## config.mk

```make
export PLATFORM = sky130hd
export DESIGN_NAME = button_click_hold_detector
export DESIGN_NICKNAME = d
export VERILOG_FILES = /design/src/rtl/bchd_pkg.sv /design/src/rtl/bchd_ctrl.sv /design/src/rtl/bchd_dp.sv /design/src/rtl/button_click_hold_detector.sv
export SDC_FILE = /design/constraint.sdc
export NUM_CORES = 1
export LEC_CHECK = 0
export ABC_AREA = 1
export BUFFER_PORTS_ARGS = -buffer_cell sky130_fd_sc_hd__buf_2
export CAP_MARGIN = 40
export CORE_MARGIN = 3
export CORE_UTILIZATION = 50
export CTS_CLUSTER_SIZE = 40
export DETAILED_ROUTE_END_ITERATION = 10
export GPL_TIMING_DRIVEN = 0
export PLACE_DENSITY = 0.68
export RECOVER_POWER = 25
export SKIP_CTS_REPAIR_TIMING = 1
export SLEW_MARGIN = 5
export SYNTH_ARGS = -nofsm -noshare
export SYNTH_HDL_FRONTEND = slang
export SYNTH_SLANG_ARGS = --single-unit
```

## constraint.sdc

```tcl
create_clock -name clk -period 7.05 [get_ports clk]
set_input_delay 0.705 -clock clk [delete_from_list [all_inputs] [get_ports clk]]
set_output_delay 0.705 -clock clk [all_outputs]
set_load 0.05 [all_outputs]
```

## src/rtl/bchd_pkg.sv

```systemverilog
// shared types and constants of the button click / hold detector
// used by bchd_ctrl, bchd_dp and button_click_hold_detector; no dependencies
`default_nettype none

package bchd_pkg;

	localparam int unsigned CFG_W  = 16;
	localparam int unsigned CIDX_W = 2;
	localparam int unsigned TIME_W = 32;
	localparam int unsigned PROG_W = 17;
	localparam int unsigned CMD_W  = 3;

	// configuration register indexes
	localparam logic [CIDX_W-1:0] REG_WINDOW    = 2'd0;
	localparam logic [CIDX_W-1:0] REG_THRESHOLD = 2'd1;
	localparam logic [CIDX_W-1:0] REG_DELAY     = 2'd2;

	// reset values of the configuration registers
	localparam logic [CFG_W-1:0] WINDOW_RST    = 16'd300;
	localparam logic [CFG_W-1:0] THRESHOLD_RST = 16'd3000;
	localparam logic [CFG_W-1:0] DELAY_RST     = 16'd500;

	// command codes
	localparam logic [CMD_W-1:0] CMD_NONE     = 3'd0;
	localparam logic [CMD_W-1:0] CMD_POWEROFF = 3'd1;
	localparam logic [CMD_W-1:0] CMD_PAIRING  = 3'd2;
	localparam logic [CMD_W-1:0] CMD_LOCK     = 3'd3;
	localparam logic [CMD_W-1:0] CMD_MIRROR   = 3'd4;
	localparam logic [CMD_W-1:0] CMD_SHOOT    = 3'd5;

	localparam logic [PROG_W-1:0] Q16_ONE = 17'h10000;

	// one quotient bit per divider step
	localparam int unsigned DIV_STEPS = CFG_W;
	localparam int unsigned DCNT_W    = $clog2(DIV_STEPS);
	localparam logic [DCNT_W-1:0] DCNT_LAST = DCNT_W'(DIV_STEPS - 1);

	typedef struct packed {
		logic capture;
		logic eval;
		logic prep;
		logic div_step;
		logic load_out;
	} dp_cmd_t;

	typedef struct packed {
		logic div_last;
	} dp_sts_t;

endpackage

`default_nettype wire

```

## src/rtl/bchd_ctrl.sv

```systemverilog
// controller state machine of the button click / hold detector
// depends on bchd_pkg; drives the datapath commands and both handshakes
`default_nettype none

module bchd_ctrl (
	input  wire               clk,
	input  wire               arst_n,
	input  wire               in_valid,
	output logic              in_stall,
	output logic              out_valid,
	input  wire               out_stall,
	output bchd_pkg::dp_cmd_t cmd,
	input  bchd_pkg::dp_sts_t sts
);
	import bchd_pkg::*;

	localparam logic [2:0] ST_IDLE = 3'd0;
	localparam logic [2:0] ST_EVAL = 3'd1;
	localparam logic [2:0] ST_PREP = 3'd2;
	localparam logic [2:0] ST_DIV  = 3'd3;
	localparam logic [2:0] ST_DONE = 3'd4;

	logic [2:0] state_q;
	logic [2:0] state_d;
	logic       out_valid_q;
	logic       out_free;

	assign in_stall  = (state_q != ST_IDLE);
	assign out_valid = out_valid_q;
	assign out_free  = !out_valid_q || !out_stall;

	always_comb begin
		state_d      = state_q;
		cmd          = '0;
		unique case (state_q)
			ST_IDLE: begin
				if (in_valid) begin
					cmd.capture = 1'b1;
					state_d     = ST_EVAL;
				end
			end
			ST_EVAL: begin
				cmd.eval = 1'b1;
				state_d  = ST_PREP;
			end
			ST_PREP: begin
				cmd.prep = 1'b1;
				state_d  = ST_DIV;
			end
			ST_DIV: begin
				cmd.div_step = 1'b1;
				if (sts.div_last) begin
					state_d = ST_DONE;
				end
			end
			ST_DONE: begin
				if (out_free) begin
					cmd.load_out = 1'b1;
					state_d      = ST_IDLE;
				end
			end
			default: begin
				state_d = ST_IDLE;
			end
		endcase
	end

	always_ff @(posedge clk or negedge arst_n) begin
		if (!arst_n) begin
			state_q     <= ST_IDLE;
			out_valid_q <= 1'b0;
		end else begin
			state_q <= state_d;
			if (cmd.load_out) begin
				out_valid_q <= 1'b1;
			end else if (!out_stall) begin
				out_valid_q <= 1'b0;
			end
		end
	end

	// an accepted sample goes straight to evaluation
	a_accept_eval: assert property (@(posedge clk) disable iff (!arst_n)
		(in_valid && !in_stall) |=> (state_q == ST_EVAL))
		else $error("accepted sample did not enter evaluation");

	// the last divider step leads to the result hand-off
	a_div_done: assert property (@(posedge clk) disable iff (!arst_n)
		(state_q == ST_DIV && sts.div_last) |=> (state_q == ST_DONE))
		else $error("divider finish not followed by result hand-off");

	// a new result only appears out of the hand-off state
	a_rose_from_done: assert property (@(posedge clk) disable iff (!arst_n)
		$rose(out_valid_q) |-> ($past(state_q) == ST_DONE))
		else $error("result valid raised outside hand-off");

	// a stalled result is never overwritten
	a_no_overwrite: assert property (@(posedge clk) disable iff (!arst_n)
		(out_valid_q && out_stall) |-> !cmd.load_out)
		else $error("output register loaded while result stalled");

endmodule

`default_nettype wire

```

## src/rtl/bchd_dp.sv

```systemverilog
// datapath of the button click / hold detector: config registers, button
// state, event evaluation, serial progress divider, output register; uses bchd_pkg
`default_nettype none

module bchd_dp (
	input  wire                          clk,
	input  wire                          arst_n,
	input  bchd_pkg::dp_cmd_t            cmd,
	output bchd_pkg::dp_sts_t            sts,
	input  wire                          cfg_we,
	input  wire [bchd_pkg::CIDX_W-1:0]   cfg_index,
	input  wire [bchd_pkg::CFG_W-1:0]    cfg_data,
	input  wire                          button_a_level,
	input  wire                          button_b_level,
	input  wire                          power_off_request,
	input  wire [bchd_pkg::TIME_W-1:0]   now_ms,
	output logic                         a_pressed,
	output logic                         a_released,
	output logic [bchd_pkg::TIME_W-1:0]  a_hold_ms,
	output logic                         b_single_click,
	output logic                         b_double_click,
	output logic [bchd_pkg::TIME_W-1:0]  b_hold_ms,
	output logic                         hold_active,
	output logic [bchd_pkg::PROG_W-1:0]  hold_progress,
	output logic                         pairing_reset,
	output logic                         power_off,
	output logic                         any_event,
	output logic [bchd_pkg::CMD_W-1:0]   command
);
	import bchd_pkg::*;

	// configuration
	logic [CFG_W-1:0] window_q;
	logic [CFG_W-1:0] threshold_q;
	logic [CFG_W-1:0] delay_q;

	// button state
	logic              a_was_down_q;
	logic              b_was_down_q;
	logic              hold_reported_q;
	logic              click_pending_q;
	logic              second_click_q;
	logic [TIME_W-1:0] a_press_time_q;
	logic [TIME_W-1:0] b_press_time_q;
	logic [TIME_W-1:0] b_release_time_q;

	// captured sample
	logic              smp_a_q;
	logic              smp_b_q;
	logic              smp_pwr_q;
	logic [TIME_W-1:0] smp_now_q;

	// evaluated result
	logic              res_a_press_q;
	logic              res_a_rel_q;
	logic [TIME_W-1:0] res_a_hold_q;
	logic              res_single_q;
	logic              res_double_q;
	logic [TIME_W-1:0] res_b_hold_q;
	logic              res_active_q;
	logic              res_pairing_q;
	logic              res_pwr_q;

	// divider
	logic [CFG_W-1:0]  rem_q;
	logic [CFG_W-1:0]  quot_q;
	logic              sat_q;
	logic [DCNT_W-1:0] dcnt_q;

	// evaluation terms
	logic [CFG_W-1:0]  eff_delay;
	logic [CFG_W-1:0]  span;
	logic [TIME_W-1:0] win32;
	logic [TIME_W-1:0] thr32;
	logic              a_press;
	logic              a_rel;
	logic [TIME_W-1:0] a_ptime;
	logic [TIME_W-1:0] a_hold;
	logic              b_press;
	logic [TIME_W-1:0] b_ptime;
	logic [TIME_W-1:0] b_elapsed;
	logic [TIME_W-1:0] since_rel;
	logic [TIME_W-1:0] b_hold;
	logic              active;
	logic              single;
	logic              dbl;
	logic              pairing;
	logic              hr_n;
	logic              cp_n;
	logic              sc_n;
	logic [TIME_W-1:0] brt_n;
	logic [TIME_W-1:0] prog_diff;
	logic [CFG_W:0]    rem_shift;
	logic              rem_ge;
	logic [CMD_W-1:0]  cmd_code;

	assign eff_delay = (delay_q < threshold_q) ? delay_q : threshold_q;
	assign span      = threshold_q - eff_delay;
	assign win32     = {{(TIME_W-CFG_W){1'b0}}, window_q};
	assign thr32     = {{(TIME_W-CFG_W){1'b0}}, threshold_q};

	always_comb begin
		a_press   = smp_a_q && !a_was_down_q;
		a_rel     = !smp_a_q && a_was_down_q;
		a_ptime   = a_press ? smp_now_q : a_press_time_q;
		a_hold    = (smp_a_q || a_was_down_q) ? (smp_now_q - a_ptime) : '0;
		b_press   = smp_b_q && !b_was_down_q;
		b_ptime   = b_press ? smp_now_q : b_press_time_q;
		b_elapsed = smp_now_q - b_ptime;
		since_rel = smp_now_q - b_release_time_q;

		hr_n    = hold_reported_q;
		cp_n    = click_pending_q;
		sc_n    = second_click_q;
		brt_n   = b_release_time_q;
		single  = 1'b0;
		dbl     = 1'b0;
		pairing = 1'b0;
		active  = 1'b0;
		b_hold  = '0;

		// window ran out while b stays up
		if (!smp_b_q && !b_was_down_q && click_pending_q && (since_rel >= win32)) begin
			cp_n   = 1'b0;
			single = 1'b1;
		end

		if (b_press) begin
			hr_n = 1'b0;
			sc_n = click_pending_q && (since_rel <= win32);
			// press outside the window confirms the earlier click
			if (click_pending_q && !sc_n) begin
				cp_n   = 1'b0;
				single = 1'b1;
			end
		end

		if (smp_b_q) begin
			b_hold = b_elapsed;
			active = (b_hold >= {{(TIME_W-CFG_W){1'b0}}, eff_delay});
			if (!hr_n && (b_hold >= thr32)) begin
				hr_n    = 1'b1;
				cp_n    = 1'b0;
				sc_n    = 1'b0;
				pairing = 1'b1;
			end
		end else if (b_was_down_q) begin
			if (!hold_reported_q && (b_elapsed < thr32)) begin
				if (second_click_q) begin
					cp_n = 1'b0;
					dbl  = 1'b1;
				end else begin
					cp_n  = 1'b1;
					brt_n = smp_now_q;
				end
			end
			hr_n = 1'b0;
			sc_n = 1'b0;
		end
	end

	assign prog_diff = res_b_hold_q - {{(TIME_W-CFG_W){1'b0}}, eff_delay};
	assign rem_shift = {rem_q, 1'b0};
	assign rem_ge    = (rem_shift >= {1'b0, span});
	assign sts.div_last = (dcnt_q == DCNT_LAST);

	always_comb begin
		priority if (res_pwr_q) begin
			cmd_code = CMD_POWEROFF;
		end else if (res_pairing_q) begin
			cmd_code = CMD_PAIRING;
		end else if (res_double_q) begin
			cmd_code = CMD_LOCK;
		end else if (res_single_q) begin
			cmd_code = CMD_MIRROR;
		end else if (res_a_press_q) begin
			cmd_code = CMD_SHOOT;
		end else begin
			cmd_code = CMD_NONE;
		end
	end

	always_ff @(posedge clk or negedge arst_n) begin
		if (!arst_n) begin
			window_q         <= WINDOW_RST;
			threshold_q      <= THRESHOLD_RST;
			delay_q          <= DELAY_RST;
			a_was_down_q     <= 1'b0;
			b_was_down_q     <= 1'b0;
			hold_reported_q  <= 1'b0;
			click_pending_q  <= 1'b0;
			second_click_q   <= 1'b0;
			a_press_time_q   <= '0;
			b_press_time_q   <= '0;
			b_release_time_q <= '0;
			dcnt_q           <= '0;
		end else begin
			if (cfg_we) begin
				unique case (cfg_index)
					REG_WINDOW:    window_q    <= cfg_data;
					REG_THRESHOLD: threshold_q <= cfg_data;
					REG_DELAY:     delay_q     <= cfg_data;
					default:       ;
				endcase
			end
			if (cmd.eval) begin
				a_was_down_q     <= smp_a_q;
				b_was_down_q     <= smp_b_q;
				hold_reported_q  <= hr_n;
				click_pending_q  <= cp_n;
				second_click_q   <= sc_n;
				a_press_time_q   <= a_ptime;
				b_press_time_q   <= b_ptime;
				b_release_time_q <= brt_n;
			end
			if (cmd.prep) begin
				dcnt_q <= '0;
			end else if (cmd.div_step) begin
				dcnt_q <= dcnt_q + 1'b1;
			end
		end
	end

	always_ff @(posedge clk) begin
		if (cmd.capture) begin
			smp_a_q   <= button_a_level;
			smp_b_q   <= button_b_level;
			smp_pwr_q <= power_off_request;
			smp_now_q <= now_ms;
		end
		if (cmd.eval) begin
			res_a_press_q <= a_press;
			res_a_rel_q   <= a_rel;
			res_a_hold_q  <= a_hold;
			res_single_q  <= single;
			res_double_q  <= dbl;
			res_b_hold_q  <= b_hold;
			res_active_q  <= active;
			res_pairing_q <= pairing;
			res_pwr_q     <= smp_pwr_q;
		end
		if (cmd.prep) begin
			rem_q  <= prog_diff[CFG_W-1:0];
			quot_q <= '0;
			sat_q  <= (span == '0) || (prog_diff >= {{(TIME_W-CFG_W){1'b0}}, span});
		end else if (cmd.div_step) begin
			rem_q  <= rem_ge ? CFG_W'(rem_shift - {1'b0, span}) : rem_shift[CFG_W-1:0];
			quot_q <= {quot_q[CFG_W-2:0], rem_ge};
		end
		if (cmd.load_out) begin
			a_pressed      <= res_a_press_q;
			a_released     <= res_a_rel_q;
			a_hold_ms      <= res_a_hold_q;
			b_single_click <= res_single_q;
			b_double_click <= res_double_q;
			b_hold_ms      <= res_b_hold_q;
			hold_active    <= res_active_q;
			pairing_reset  <= res_pairing_q;
			power_off      <= res_pwr_q;
			any_event      <= res_a_press_q || res_a_rel_q || res_active_q || res_pairing_q
			                  || res_single_q || res_double_q || res_pwr_q;
			command        <= cmd_code;
			if (!res_active_q) begin
				hold_progress <= '0;
			end else if (sat_q) begin
				hold_progress <= Q16_ONE;
			end else begin
				hold_progress <= {1'b0, quot_q};
			end
		end
	end

	// the divider always starts from a fresh count
	a_prep_clears: assert property (@(posedge clk) disable iff (!arst_n)
		cmd.prep |=> (dcnt_q == '0))
		else $error("divider count not cleared by prep");

	// partial remainder stays below the divisor on the unsaturated path
	a_rem_bound: assert property (@(posedge clk) disable iff (!arst_n)
		(cmd.div_step && !sat_q && res_active_q) |-> (rem_q < span))
		else $error("divider remainder out of range");

	// a pairing reset always marks the hold as reported
	a_pairing_hr: assert property (@(posedge clk) disable iff (!arst_n)
		(cmd.eval && pairing) |=> hold_reported_q)
		else $error("pairing reset without hold reported");

endmodule

`default_nettype wire

```

## src/rtl/button_click_hold_detector.sv

```systemverilog
// top level of the button click / double-click / long-hold detector
// instantiates bchd_ctrl and bchd_dp; uses bchd_pkg
//
//  channel  handshake             payload
//  in       in_valid / in_stall   button_a_level, button_b_level, power_off_request, now_ms
//  out      out_valid / out_stall a_pressed .. command (one result per sample)
//  cfg      cfg_we                cfg_index, cfg_data (window, threshold, delay)
//
//  between its input transfer and out_valid a result passes evaluation, divider prep,
//  16 steps of the bit-serial progress divider, then the output load
//  a new sample is taken once the previous one has been loaded, so the block
//  does not take a new sample while it is still busy with the last one
//  reset clears the button state and restores window 300, threshold 3000, delay 500
//  a stalled result holds in the output register; the next sample is still
//  taken and waits before the output load until that result is transferred
`default_nettype none

module button_click_hold_detector (
	input  wire                          clk,
	input  wire                          arst_n,
	input  wire                          cfg_we,
	input  wire [bchd_pkg::CIDX_W-1:0]   cfg_index,
	input  wire [bchd_pkg::CFG_W-1:0]    cfg_data,
	input  wire                          in_valid,
	output logic                         in_stall,
	input  wire                          button_a_level,
	input  wire                          button_b_level,
	input  wire                          power_off_request,
	input  wire [bchd_pkg::TIME_W-1:0]   now_ms,
	output logic                         out_valid,
	input  wire                          out_stall,
	output logic                         a_pressed,
	output logic                         a_released,
	output logic [bchd_pkg::TIME_W-1:0]  a_hold_ms,
	output logic                         b_single_click,
	output logic                         b_double_click,
	output logic [bchd_pkg::TIME_W-1:0]  b_hold_ms,
	output logic                         hold_active,
	output logic [bchd_pkg::PROG_W-1:0]  hold_progress,
	output logic                         pairing_reset,
	output logic                         power_off,
	output logic                         any_event,
	output logic [bchd_pkg::CMD_W-1:0]   command
);
	import bchd_pkg::*;

	// command and status between controller and datapath
	dp_cmd_t dp_cmd;
	dp_sts_t dp_sts;

	// sequencing of capture, evaluation, division and output load
	bchd_ctrl u_ctrl (
		.clk       (clk),
		.arst_n    (arst_n),
		.in_valid  (in_valid),
		.in_stall  (in_stall),
		.out_valid (out_valid),
		.out_stall (out_stall),
		.cmd       (dp_cmd),
		.sts       (dp_sts)
	);

	// config registers, button state, event logic, divider and result register
	bchd_dp u_dp (
		.clk               (clk),
		.arst_n            (arst_n),
		.cmd               (dp_cmd),
		.sts               (dp_sts),
		.cfg_we            (cfg_we),
		.cfg_index         (cfg_index),
		.cfg_data          (cfg_data),
		.button_a_level    (button_a_level),
		.button_b_level    (button_b_level),
		.power_off_request (power_off_request),
		.now_ms            (now_ms),
		.a_pressed         (a_pressed),
		.a_released        (a_released),
		.a_hold_ms         (a_hold_ms),
		.b_single_click    (b_single_click),
		.b_double_click    (b_double_click),
		.b_hold_ms         (b_hold_ms),
		.hold_active       (hold_active),
		.hold_progress     (hold_progress),
		.pairing_reset     (pairing_reset),
		.power_off         (power_off),
		.any_event         (any_event),
		.command           (command)
	);

endmodule

`default_nettype wire
```

==> Word-level counts from Yosys, hierarchy flattened <==
Index checks and enable logic that the tools add are counted.
{ "totals": {"reg_bits": 388, "input_bits": 58, "wordCells": 163, "output_inout_bits": 94} }
{ "op_classes": {"n_eq_ne": 11, "n_reduce_logical": 41, "addsub": 7, "bitwise_logic": 5, "muxes": 47, "magnitude_cmp": 8} }
{ "ops": {"columns": ["op", "count"], "rows": [
  ["$ge 32x16->1", 4],
  ["$sub 32x32->32", 3],
  ["$mux 16", 4],
  ["$mux 32", 2],
  ["$le 32x16->1", 1],
  ["$lt 32x16->1", 1],
  ["$sub 16x16->16", 2],
  ["$sub 32x16->32", 1],
  ["$mux 1", 30],
  ["$ge 17x16->1", 1],
  ["$mux 17", 1],
  ["$logic_not 16->1", 1],
  ["$lt 16x16->1", 1],
  ["$mux 3", 5],
  ["$pmux 3 s5", 1],
  ["$logic_and 1x1->1", 10],
  ["$logic_not 1->1", 9],
  ["$logic_or 1x1->1", 9],
  ["$mux 4", 2],
  ["$eq 3x2->1 const B", 2],
  ["$reduce_and 2->1", 3],
  ["$reduce_or 3->1", 2],
  ["$not 1->1", 5],
  ["$reduce_and 5->1", 1],
  ["15 further kinds", 18]
]} }

==> Depth between registers and ports, before layout <==
Gate-level depths: netlist of run 1.
{ "logic_depth": {"depth_word": 10, "depth_mapped": 40, "ltp_nobuf": 38} }

==> Hierarchy <==
From an unflattened synthesis of run 1, not the netlist that was laid out.
{ "unflattened": {"cells_unflattened": 3061, "hier_area_um2": 24838.8} }
{ "by_module_without_submodules": {"columns": ["mod", "n_inst", "cells_per_inst", "seq_area_each_um2", "area_per_inst_um2"], "rows": [
  ["bchd_dp", 1, 3030, 10626.4, 24599.8],
  ["bchd_ctrl", 1, 31, 100.1, 239.0]
]} }

==> Worst setup path after synthesis of run 1 <==
OpenSTA, ideal clock, no wires.
{ "synth_timing": {"path_kind": "register to register", "start": "register u_dp.threshold_q[9]", "end": "register u_dp.rem_q[10] (data pin)", "path_stages_with_launch": 37, "t_required_ns": 6.797, "t_arrival_ns": 5.279, "path_buffers": 3, "setup_ns": 0.253, "synth_period_minus_slack_ns": 5.532, "setup_slack_ns": 1.518, "path_cell_list": "dfstp_2 -> inv_1 -> ha_1 -> nand2_1 -> inv_1 -> o21ai_1 -> a21oi_2 -> nor2_4 -> nand2_8 -> buf_6 -> clkbuf_1 -> o21ai_0 -> ha_1 -> inv_1 -> ha_1 -> or2_2 -> nand2_1 -> nand2_1 -> nand3b_1 -> nand2_1 -> xor2_1 -> ha_1 -> nand2_1 -> o21ai_0 -> a21oi_1 -> o21bai_1 -> a21oi_1 -> o21ai_0 -> nand2_1 -> nand3b_1 -> nand2_2 -> nand3_2 -> nand2_4 -> buf_6 -> o21ai_1 -> nand3_1 -> nand2_1"} }
{ "synth_between": {"elab_chain_cells": 7, "elab_cells_between_ends": 9, "classes_between": "3 x add/sub; 2 x order compare; 4 x mux"} }
{ "synth_lines": {"columns": ["item", "line_no", "source"], "rows": [
  ["start, declared", "bchd_dp.sv:34", "logic [CFG_W-1:0] threshold_q;"],
  ["start signal, assigned", "bchd_dp.sv:201", "REG_THRESHOLD: threshold_q <= cfg_data;"],
  ["$lt 16x16->1", "bchd_dp.sv:97", "assign eff_delay = (delay_q < threshold_q) ? delay_q : threshold_q;"],
  ["$mux 16", "bchd_dp.sv:97", null],
  ["$sub 16x16->16", "bchd_dp.sv:98", "assign span = threshold_q - eff_delay;"],
  ["$sub 16x16->16 or $ge 17x16->1 (tied branches)", "bchd_dp.sv:247, bchd_dp.sv:164", null],
  ["$mux 16", "bchd_dp.sv:247", "rem_q <= rem_ge ? CFG_W'(rem_shift - {1'b0, span}) : rem_shift[CFG_W-1:0];"],
  ["$mux 16", "bchd_dp.sv:246", "end else if (cmd.div_step) begin"],
  ["$mux 16 (*)", "bchd_dp.sv:242", "if (cmd.prep) begin"],
  ["end signal, assigned", "bchd_dp.sv:243", "rem_q <= prog_diff[CFG_W-1:0];"],
  ["end signal, assigned", "bchd_dp.sv:247", null],
  ["end, declared", "bchd_dp.sv:65", "logic [CFG_W-1:0] rem_q;"]
]} }
Every way passes the cells marked *; elsewhere a longest branch is shown, timed or not. The select of a mux whose other input is x is not followed.
A chain may end at the register's enable or synchronous reset.

==> Worst setup path in the final report of run 1 <==
{ "layout_timing": {"start": "register u_dp.threshold_q[11]", "end": "register u_dp.rem_q[9] (data pin)"} }
Same word-level chain as after synthesis.

==> metrics.yaml, run 1 <==
status: "finished, violations left"
violations: "capacitance limit, slew limit"
synth-seq-cells: 388
syn_to_final_growth_pct: 13.15
die_h_um: 228.4
synth_nets: 3282
end_kind: "flip-flop"
dieWidth_um: 228.4
coreArea_mm2: 0.04835
max_stage_delay_ps: 600
syn_area_mm2: 0.02474
slew_violations: 160
ir_drop_mv: 0.2724
synthAdderAreaFrac_pct: 9.874
portBuffers: 151
grt-ovfl-total: 0
cp.required_ps: 7380
period_needed_ps: 6403
die_area_mm2: 0.05218
syn_area_per_cell_um2: 8.158
clkTransAtPathRegs_ps: 60
rsz0062_at_grt: "no"
cp-start-kind: "flip-flop"
via_per_inst: 5.467
cp.arrival_ps: 6740
n_antenna_cell: 0
synth-compound-area-share_pct: 14.90
setup_viol: 0
hold_path.class: "input port to flip-flop"
timing.final.crit_share_pct: 90.82
whs_ps: 289.4
synth.distinct_cells: 64
gp_congestion: 0.9678
total_leakage_power_nw: 12.69
synth-edff-count: 215
drive_above_1_share_pct: 10.57
slew_headroom_pct: -116.7
grt.total_usage_pct: 27.52
holdPathStages: 1
slowest_stage: "dfstp_2"
drt_iter0_drc: 1416
fmax_ghz: 0.1562
hpwl_um: 58590
grt_max_degree: 98
async_flop_share_pct: 40.46
multi_input_area_mm2: 0.01220
first_global_vias: 21490
cts.sinks: 388
num_rows: 80
nets: 3487
firstDrtPassIters: 5
seq_area_frac_synth_pct: 43.36
drc_errors: 0
powerDensity_mw_per_mm2: 541.9
ios: 152
ys.flop_type: "edfxtp_1"
regArea_mm2: 0.01073
muxShareOfSynthArea_pct: 0
initial_core_util_pct: 51.16
synth_top_family_by_area: "simple AND/OR/NAND/NOR gates"
wl_per_cell_um: 18.41
ff2ff_path_depth: 36
yosysWarnings: 0
cts-buffers-inserted: 43
crit_top_cell: "nand2_1"
grt_pass1_wl_um: 114600
ant_nets: 0
cts-htree-levels: 2
tightestPinTransition_ps: 3251
fin_setup_tns_ps: 0
vias: 21470
synthXorXnorAreaFrac_pct: 3.399
synthCells: 3032
cts-root-buf: "clkbuf_16"
finalClockSkew_ps: 24.02
cts_tree: "built"
drt_wl_total_um: 72330
antenna_found_initial: 0
path_max_fanout: 19
insertion_delay_ps: 590
fillers: 4456
cts.path.max_buffers: 3
crit_type: "flip-flop to flip-flop"
maxCapViolCount: 2
synth-simple-area-share_pct: 21.06
hold_viol_final: 0
state kept, by name, indices dropped and copies added, names as in the netlist, 17 cells and up:
| name | flops |
|---|---|
| u_dp.res_a_hold_q | 32 |
| u_dp.hold_progress | 17 |
| u_dp.res_b_hold_q | 32 |
| u_dp.a_press_time_q | 32 |
| u_dp.smp_now_q | 32 |
| u_dp.b_release_time_q | 32 |
| u_dp.a_hold_ms | 32 |
| u_dp.b_hold_ms | 32 |
| u_dp.b_press_time_q | 32 |
worst max-delay path, delay by kind of cell (launching register included):
kind	cells	cell delay, ps
buffers and inverters	7	690
adder cells (fa/ha/maj)	4	1080
AND/OR/NAND/NOR	14	1670
XOR/XNOR	1	320
AO/OA/AOI/OAI	10	1760
flip-flops	1	600
placed cells by master (no fill, tap or decap), types with 7 or more instances in the layout:
cell type	count
nand2_1	704
inv_1	395
o21ai_0	280
nor2_1	251
edfxtp_1	215
a21oi_1	194
ha_1	188
buf_2	161
dfrtp_1	140
nand3_1	108
xor2_1	56
nand4_1	54
clkbuf_1	53
clkbuf_16	44
o21ai_1	43
xnor2_1	39
nor3_1	28
nand2_2	24
o21a_1	21
o22ai_1	18
dfstp_2	17
dfxtp_1	16
a21o_1	13
nor4_1	13
nand3b_1	12
o21bai_1	12
a31oi_1	11
nor2_2	10
o21ai_2	9
clkinv_1	7
inv_2	7
buf_6	7
a211oi_1	7
bufinv_16	7
logic make-up (layout without fill, tap and decap cells):
group | count (synthesis) | count (layout)
adder cells (fa/ha/maj) | 193 | 193
XOR/XNOR | 96 | 96
flip-flops | 388 | 388
AND/OR/NAND/NOR | 1229 | 1229
AO/OA/AOI/OAI | 655 | 655
buffers and inverters | 471 | 711
synthesized netlist by cell type, drive strengths merged, types with 2 or more instances:
cell type | instances | share of area, %
clkbuf | 47 | 0.71
inv | 402 | 6.1
nand3b | 13 | 0.41
ha | 188 | 9.5
edfxtp | 215 | 26
nand2 | 731 | 11
a211oi | 7 | 0.21
nand4 | 55 | 1.4
a21oi | 200 | 4.2
o22ai | 18 | 0.46
a31oi | 11 | 0.28
o21ai | 334 | 7.0
o31ai | 3 | 0.091
a2111oi | 4 | 0.14
nand3 | 112 | 2.3
nor4 | 13 | 0.33
o21bai | 14 | 0.49
a31o | 2 | 0.071
o21a | 21 | 0.64
nor3 | 29 | 0.61
buf | 21 | 0.58
dfstp | 17 | 1.8
a21boi | 9 | 0.27
xnor2 | 39 | 1.4
a21o | 13 | 0.39
dfxtp | 16 | 1.3
o211ai | 8 | 0.28
fa | 4 | 0.32
nor2 | 266 | 4.2
or2 | 8 | 0.20
o221ai | 4 | 0.14
dfrtp | 140 | 14
a221oi | 3 | 0.11
xor2 | 57 | 2.0
report_power, final:
group | internal, W | switching, W
clock | 0.00144 | 0.000958
combinational | 0.00306 | 0.00590
sequential | 0.00336 | 0.000451
final cells by class:
class | instances | area share, %
Buffer | 66 | 1.136
Clock buffer | 55 | 4.189
Clock inverter | 25 | 1.220
Inverter | 403 | 5.405
Multi-Input combinational cell | 2173 | 43.59
Sequential cell | 388 | 38.33
Tap cell | 656 | 2.933
Timing Repair Buffer | 162 | 3.201
worst paths after layout:
| path | endpoint | slack, ps | startpoint |
|---|---|---|---|
| setup reg to reg | u_dp.rem_q[9] | 650 | u_dp.threshold_q[11] |
| hold reg to reg | u_dp.a_hold_ms[0] | 410 | u_dp.res_a_hold_q[0] |
| max in group asynchronous | u_dp.hold_reported_q | 2130 | arst_n |
| setup / recovery | u_dp.rem_q[9] | 650 | u_dp.threshold_q[11] |
| hold / removal | u_dp.smp_now_q[12] | 290 | now_ms[12] |
| min in group asynchronous | u_dp.a_press_time_q[0] | 1190 | arst_n |
routing by layer:
layer	track usage, %	part of all wire (%)	up-vias	routed length (µm)
li1	-	-	10610	-
met1	34.87	43	10170	30820
met2	48.02	49	556	35150
met3	3.328	4.7	147	3398
met4	10.91	4.1	0	2958
met5	0	0	-	0
stage by stage:
step	power (W)	std cells	cell area, µm²	util [%]	setup slack [ps]
final	0.01517	3928	27990	57.89	647.4
after floorplan	0.01031	3032	24740	-	1518
after global routing	0.01657	3928	27990	57.89	167.9
after global placement	0.01243	3839	26310	54.43	-279.0
after CTS	0.01517	3930	28020	57.96	328.4
after detailed placement	0.01268	3850	26510	54.83	353.3
Note: power is estimated with default switching activity, not from simulation.
==> inputs of run 2 (changes only) <==
--- a/config.mk
+++ b/config.mk
@@ -9,11 +9,10 @@
 export BUFFER_PORTS_ARGS = -buffer_cell sky130_fd_sc_hd__buf_2
 export CAP_MARGIN = 40
 export CORE_MARGIN = 3
-export CORE_UTILIZATION = 50
+export CORE_UTILIZATION = 25
 export CTS_CLUSTER_SIZE = 40
 export DETAILED_ROUTE_END_ITERATION = 10
 export GPL_TIMING_DRIVEN = 0
-export PLACE_DENSITY = 0.68
 export RECOVER_POWER = 25
 export SKIP_CTS_REPAIR_TIMING = 1
 export SLEW_MARGIN = 5
==> run 2 against run 1 <==
The run still ends with capacitance limit, slew limit left. Critical path depth did not move. Cell count rose by 16%. Global-route usage fell by 13 points. Combinational power fell by 0.9%. Register-to-register slack got worse by 60 ps. Routed wire length rose by 3.5%. Clock power barely moved. Critical path type unchanged.
==> metrics.yaml, run 2 (synthesis results as in run 1) <==
status: "finished, violations left"
violations: "capacitance limit, slew limit"
drive_above_1_share_pct: 10.55  # -0.024 points
utilization_pct: 29.48  # -28 points
gp_congestion: 0.9217  # -4.8%
endpoint: "u_dp.rem_q[15]"
fin_ws_ps: 591.2  # -56.23 ps
crit_top_cell: "nand2_1"
hpwl_um: 59870  # +2.2%
worstReg2RegEnd: "u_dp.rem_q[15]"
dpl.cell_count: 4466  # +16%
drc_errors: 0  # unchanged
portBuffers: 151  # unchanged
num_rows: 114  # +43%
insertion_delay_ps: 600  # about the same
hold_path.class: "input port to flip-flop"
crit_type: "flip-flop to flip-flop"
finalClockSkew_ps: 30.37  # +6.353 ps
timing.final.crit_share_pct: 91.61  # +0.80 points
vias: 21010  # -2.2%
total_leakage_power_nw: 12.65  # -0.36%
via_per_inst: 4.619  # -16%
drt_iter0_drc: 1273  # -10%
max_stage_delay_ps: 580  # -20 ps
initial_core_util_pct: 25.39  # -26 points
cts.sinks: 388  # unchanged
maxCapViolCount: 2  # unchanged
cts.path.max_buffers: 3  # unchanged
firstDrtPassIters: 5  # unchanged
fin_cells: 4548  # +16%
worstSetupStartpoint: "u_dp.threshold_q[9]"
end_kind: "flip-flop"
fin_setup_tns_ps: 0  # unchanged
first_global_vias: 20440  # -4.9%
antenna_found_initial: 6  # +6
grt-ovfl-total: 0  # unchanged
mostFrequentLayoutCells: "704 x nand2_1, 395 x inv_1, 281 x o21ai_0, 251 x nor2_1, 215 x edfxtp_1"
die_area_mm2: 0.1028  # +97%
fmax_ghz: 0.1548  # -0.87%
wl_per_cell_um: 16.46  # -11%
slew_headroom_pct: -123.7  # -7.0 points
nets: 3486  # -0.029%
placed_area_mm2: 0.02726  # +2.8%
cp.arrival_ps: 6800  # +60 ps
final_common_cell: "nand2_1"
ios: 152  # unchanged
die_h_um: 320.6  # +40%
cp-start-kind: "flip-flop"
cts_tree: "built"
hold_viol_final: 0  # unchanged
period_needed_ps: 6459  # +56.23 ps
dieWidth_um: 320.6  # +40%
cp.required_ps: 7390  # about the same
ir_drop_mv: 0.2521  # -7.5%
grt_max_degree: 96  # -2.0%
ant_nets: 0  # unchanged
tightestPinTransition_ps: 3356  # +104.7 ps
coreArea_mm2: 0.09742  # +100%
grt_pass1_wl_um: 114800  # +0.10%
powerDensity_mw_per_mm2: 526.6  # -2.8%
place_ws_ps: 293.8  # -59.48 ps
r2r_start: "u_dp.threshold_q[9]"
grt.total_usage_pct: 14.25  # -13 points
r2r_slack_ps: 590  # -60 ps
cts-buffers-inserted: 44  # +2.3%
path_max_fanout: 10  # -9
fin_area_mm2: 0.02872  # +2.6%
clkTransAtPathRegs_ps: 70  # about the same
cts-root-buf: "clkbuf_16"
cts-htree-levels: 2  # unchanged
rsz0062_at_grt: "no"
syn_to_final_growth_pct: 16.08
slowest_stage: "dfstp_2"
ff2ff_path_depth: 36  # unchanged
slew_violations: 160  # unchanged
drt_wl_total_um: 74860  # +3.5%
setup_viol: 0  # unchanged
==> run 2: cell types whose count changed in the layout (fill, tap and decap cells not counted), moves of 3 or more <==
cell / previous run / this run
clkinvlp_4: 2 / 6
inv_6: 2 / 5
clkinv_2: 6 / 3
bufinv_16: 7 / 4
buf_2: 161 / 156
clkinv_1: 7 / 4
==> run 2: worst min-delay path by stage <==
stage | cells after the start | to | from | slack, ps
4_1_cts | 1 | u_dp.b_release_time_q[4] | arst_n | 20
3_3_place_gp | 0 | u_dp.a_hold_ms[16] | u_dp.res_a_hold_q[16] | 400
6_report | 1 | u_dp.smp_now_q[2] | now_ms[2] | 280
2_1_floorplan | 0 | u_dp.a_hold_ms[0] | u_dp.res_a_hold_q[0] | 400
3_5_place_dp | 0 | u_dp.a_hold_ms[21] | u_dp.res_a_hold_q[21] | 400
5_1_grt | 1 | u_dp.smp_now_q[2] | now_ms[2] | 250
==> run 2: area by class of cell <==
cell class | count | area (µm²)
plain buffers | 68 | 325.3
well taps | 1276 | 1597
diodes | 2 | 5.005
fillers | 10440 | 68710
repair buffers | 158 | 867.1
multi-input cells | 2173 | 12200
clock buffers | 55 | 1205
inverters | 403 | 1513
clock inverters | 25 | 280.3
flip-flops and latches | 388 | 10730
==> run 2: worst max-delay path, delay by kind of cell, from the launching register on <==
| family | cells | cell delay [ps] |
|---|---|---|
| simple gates | 17 | 2060 |
| compound gates | 8 | 1530 |
| fa+ha+maj | 4 | 1070 |
| buf+inv | 6 | 750 |
| flops | 1 | 580 |
| xor+xnor | 1 | 210 |
==> run 2: where the power goes <==
| part | switching [W] | internal (W) |
|---|---|---|
| registers | 0.000481 | 0.00336 |
| logic | 0.00584 | 0.00304 |
| clock network | 0.00102 | 0.00138 |
| total | 0.00735 | 0.00778 |
==> run 2: metrics by stage <==
stage                     hold WS [ps]  total power, W
after floorplan                  400.3         0.01031
after global placement           403.5         0.01253
after detailed placement         404.5         0.01268
after CTS                        21.44         0.01516
after global routing             253.9         0.01656
final                            281.6         0.01512
==> run 2: metal layers <==
metal  GRT usage [%]  wire (µm)
met5               0          0
met4           3.987       1961
met3           1.830       3615
met2           23.88      34500
met1           19.29      34780
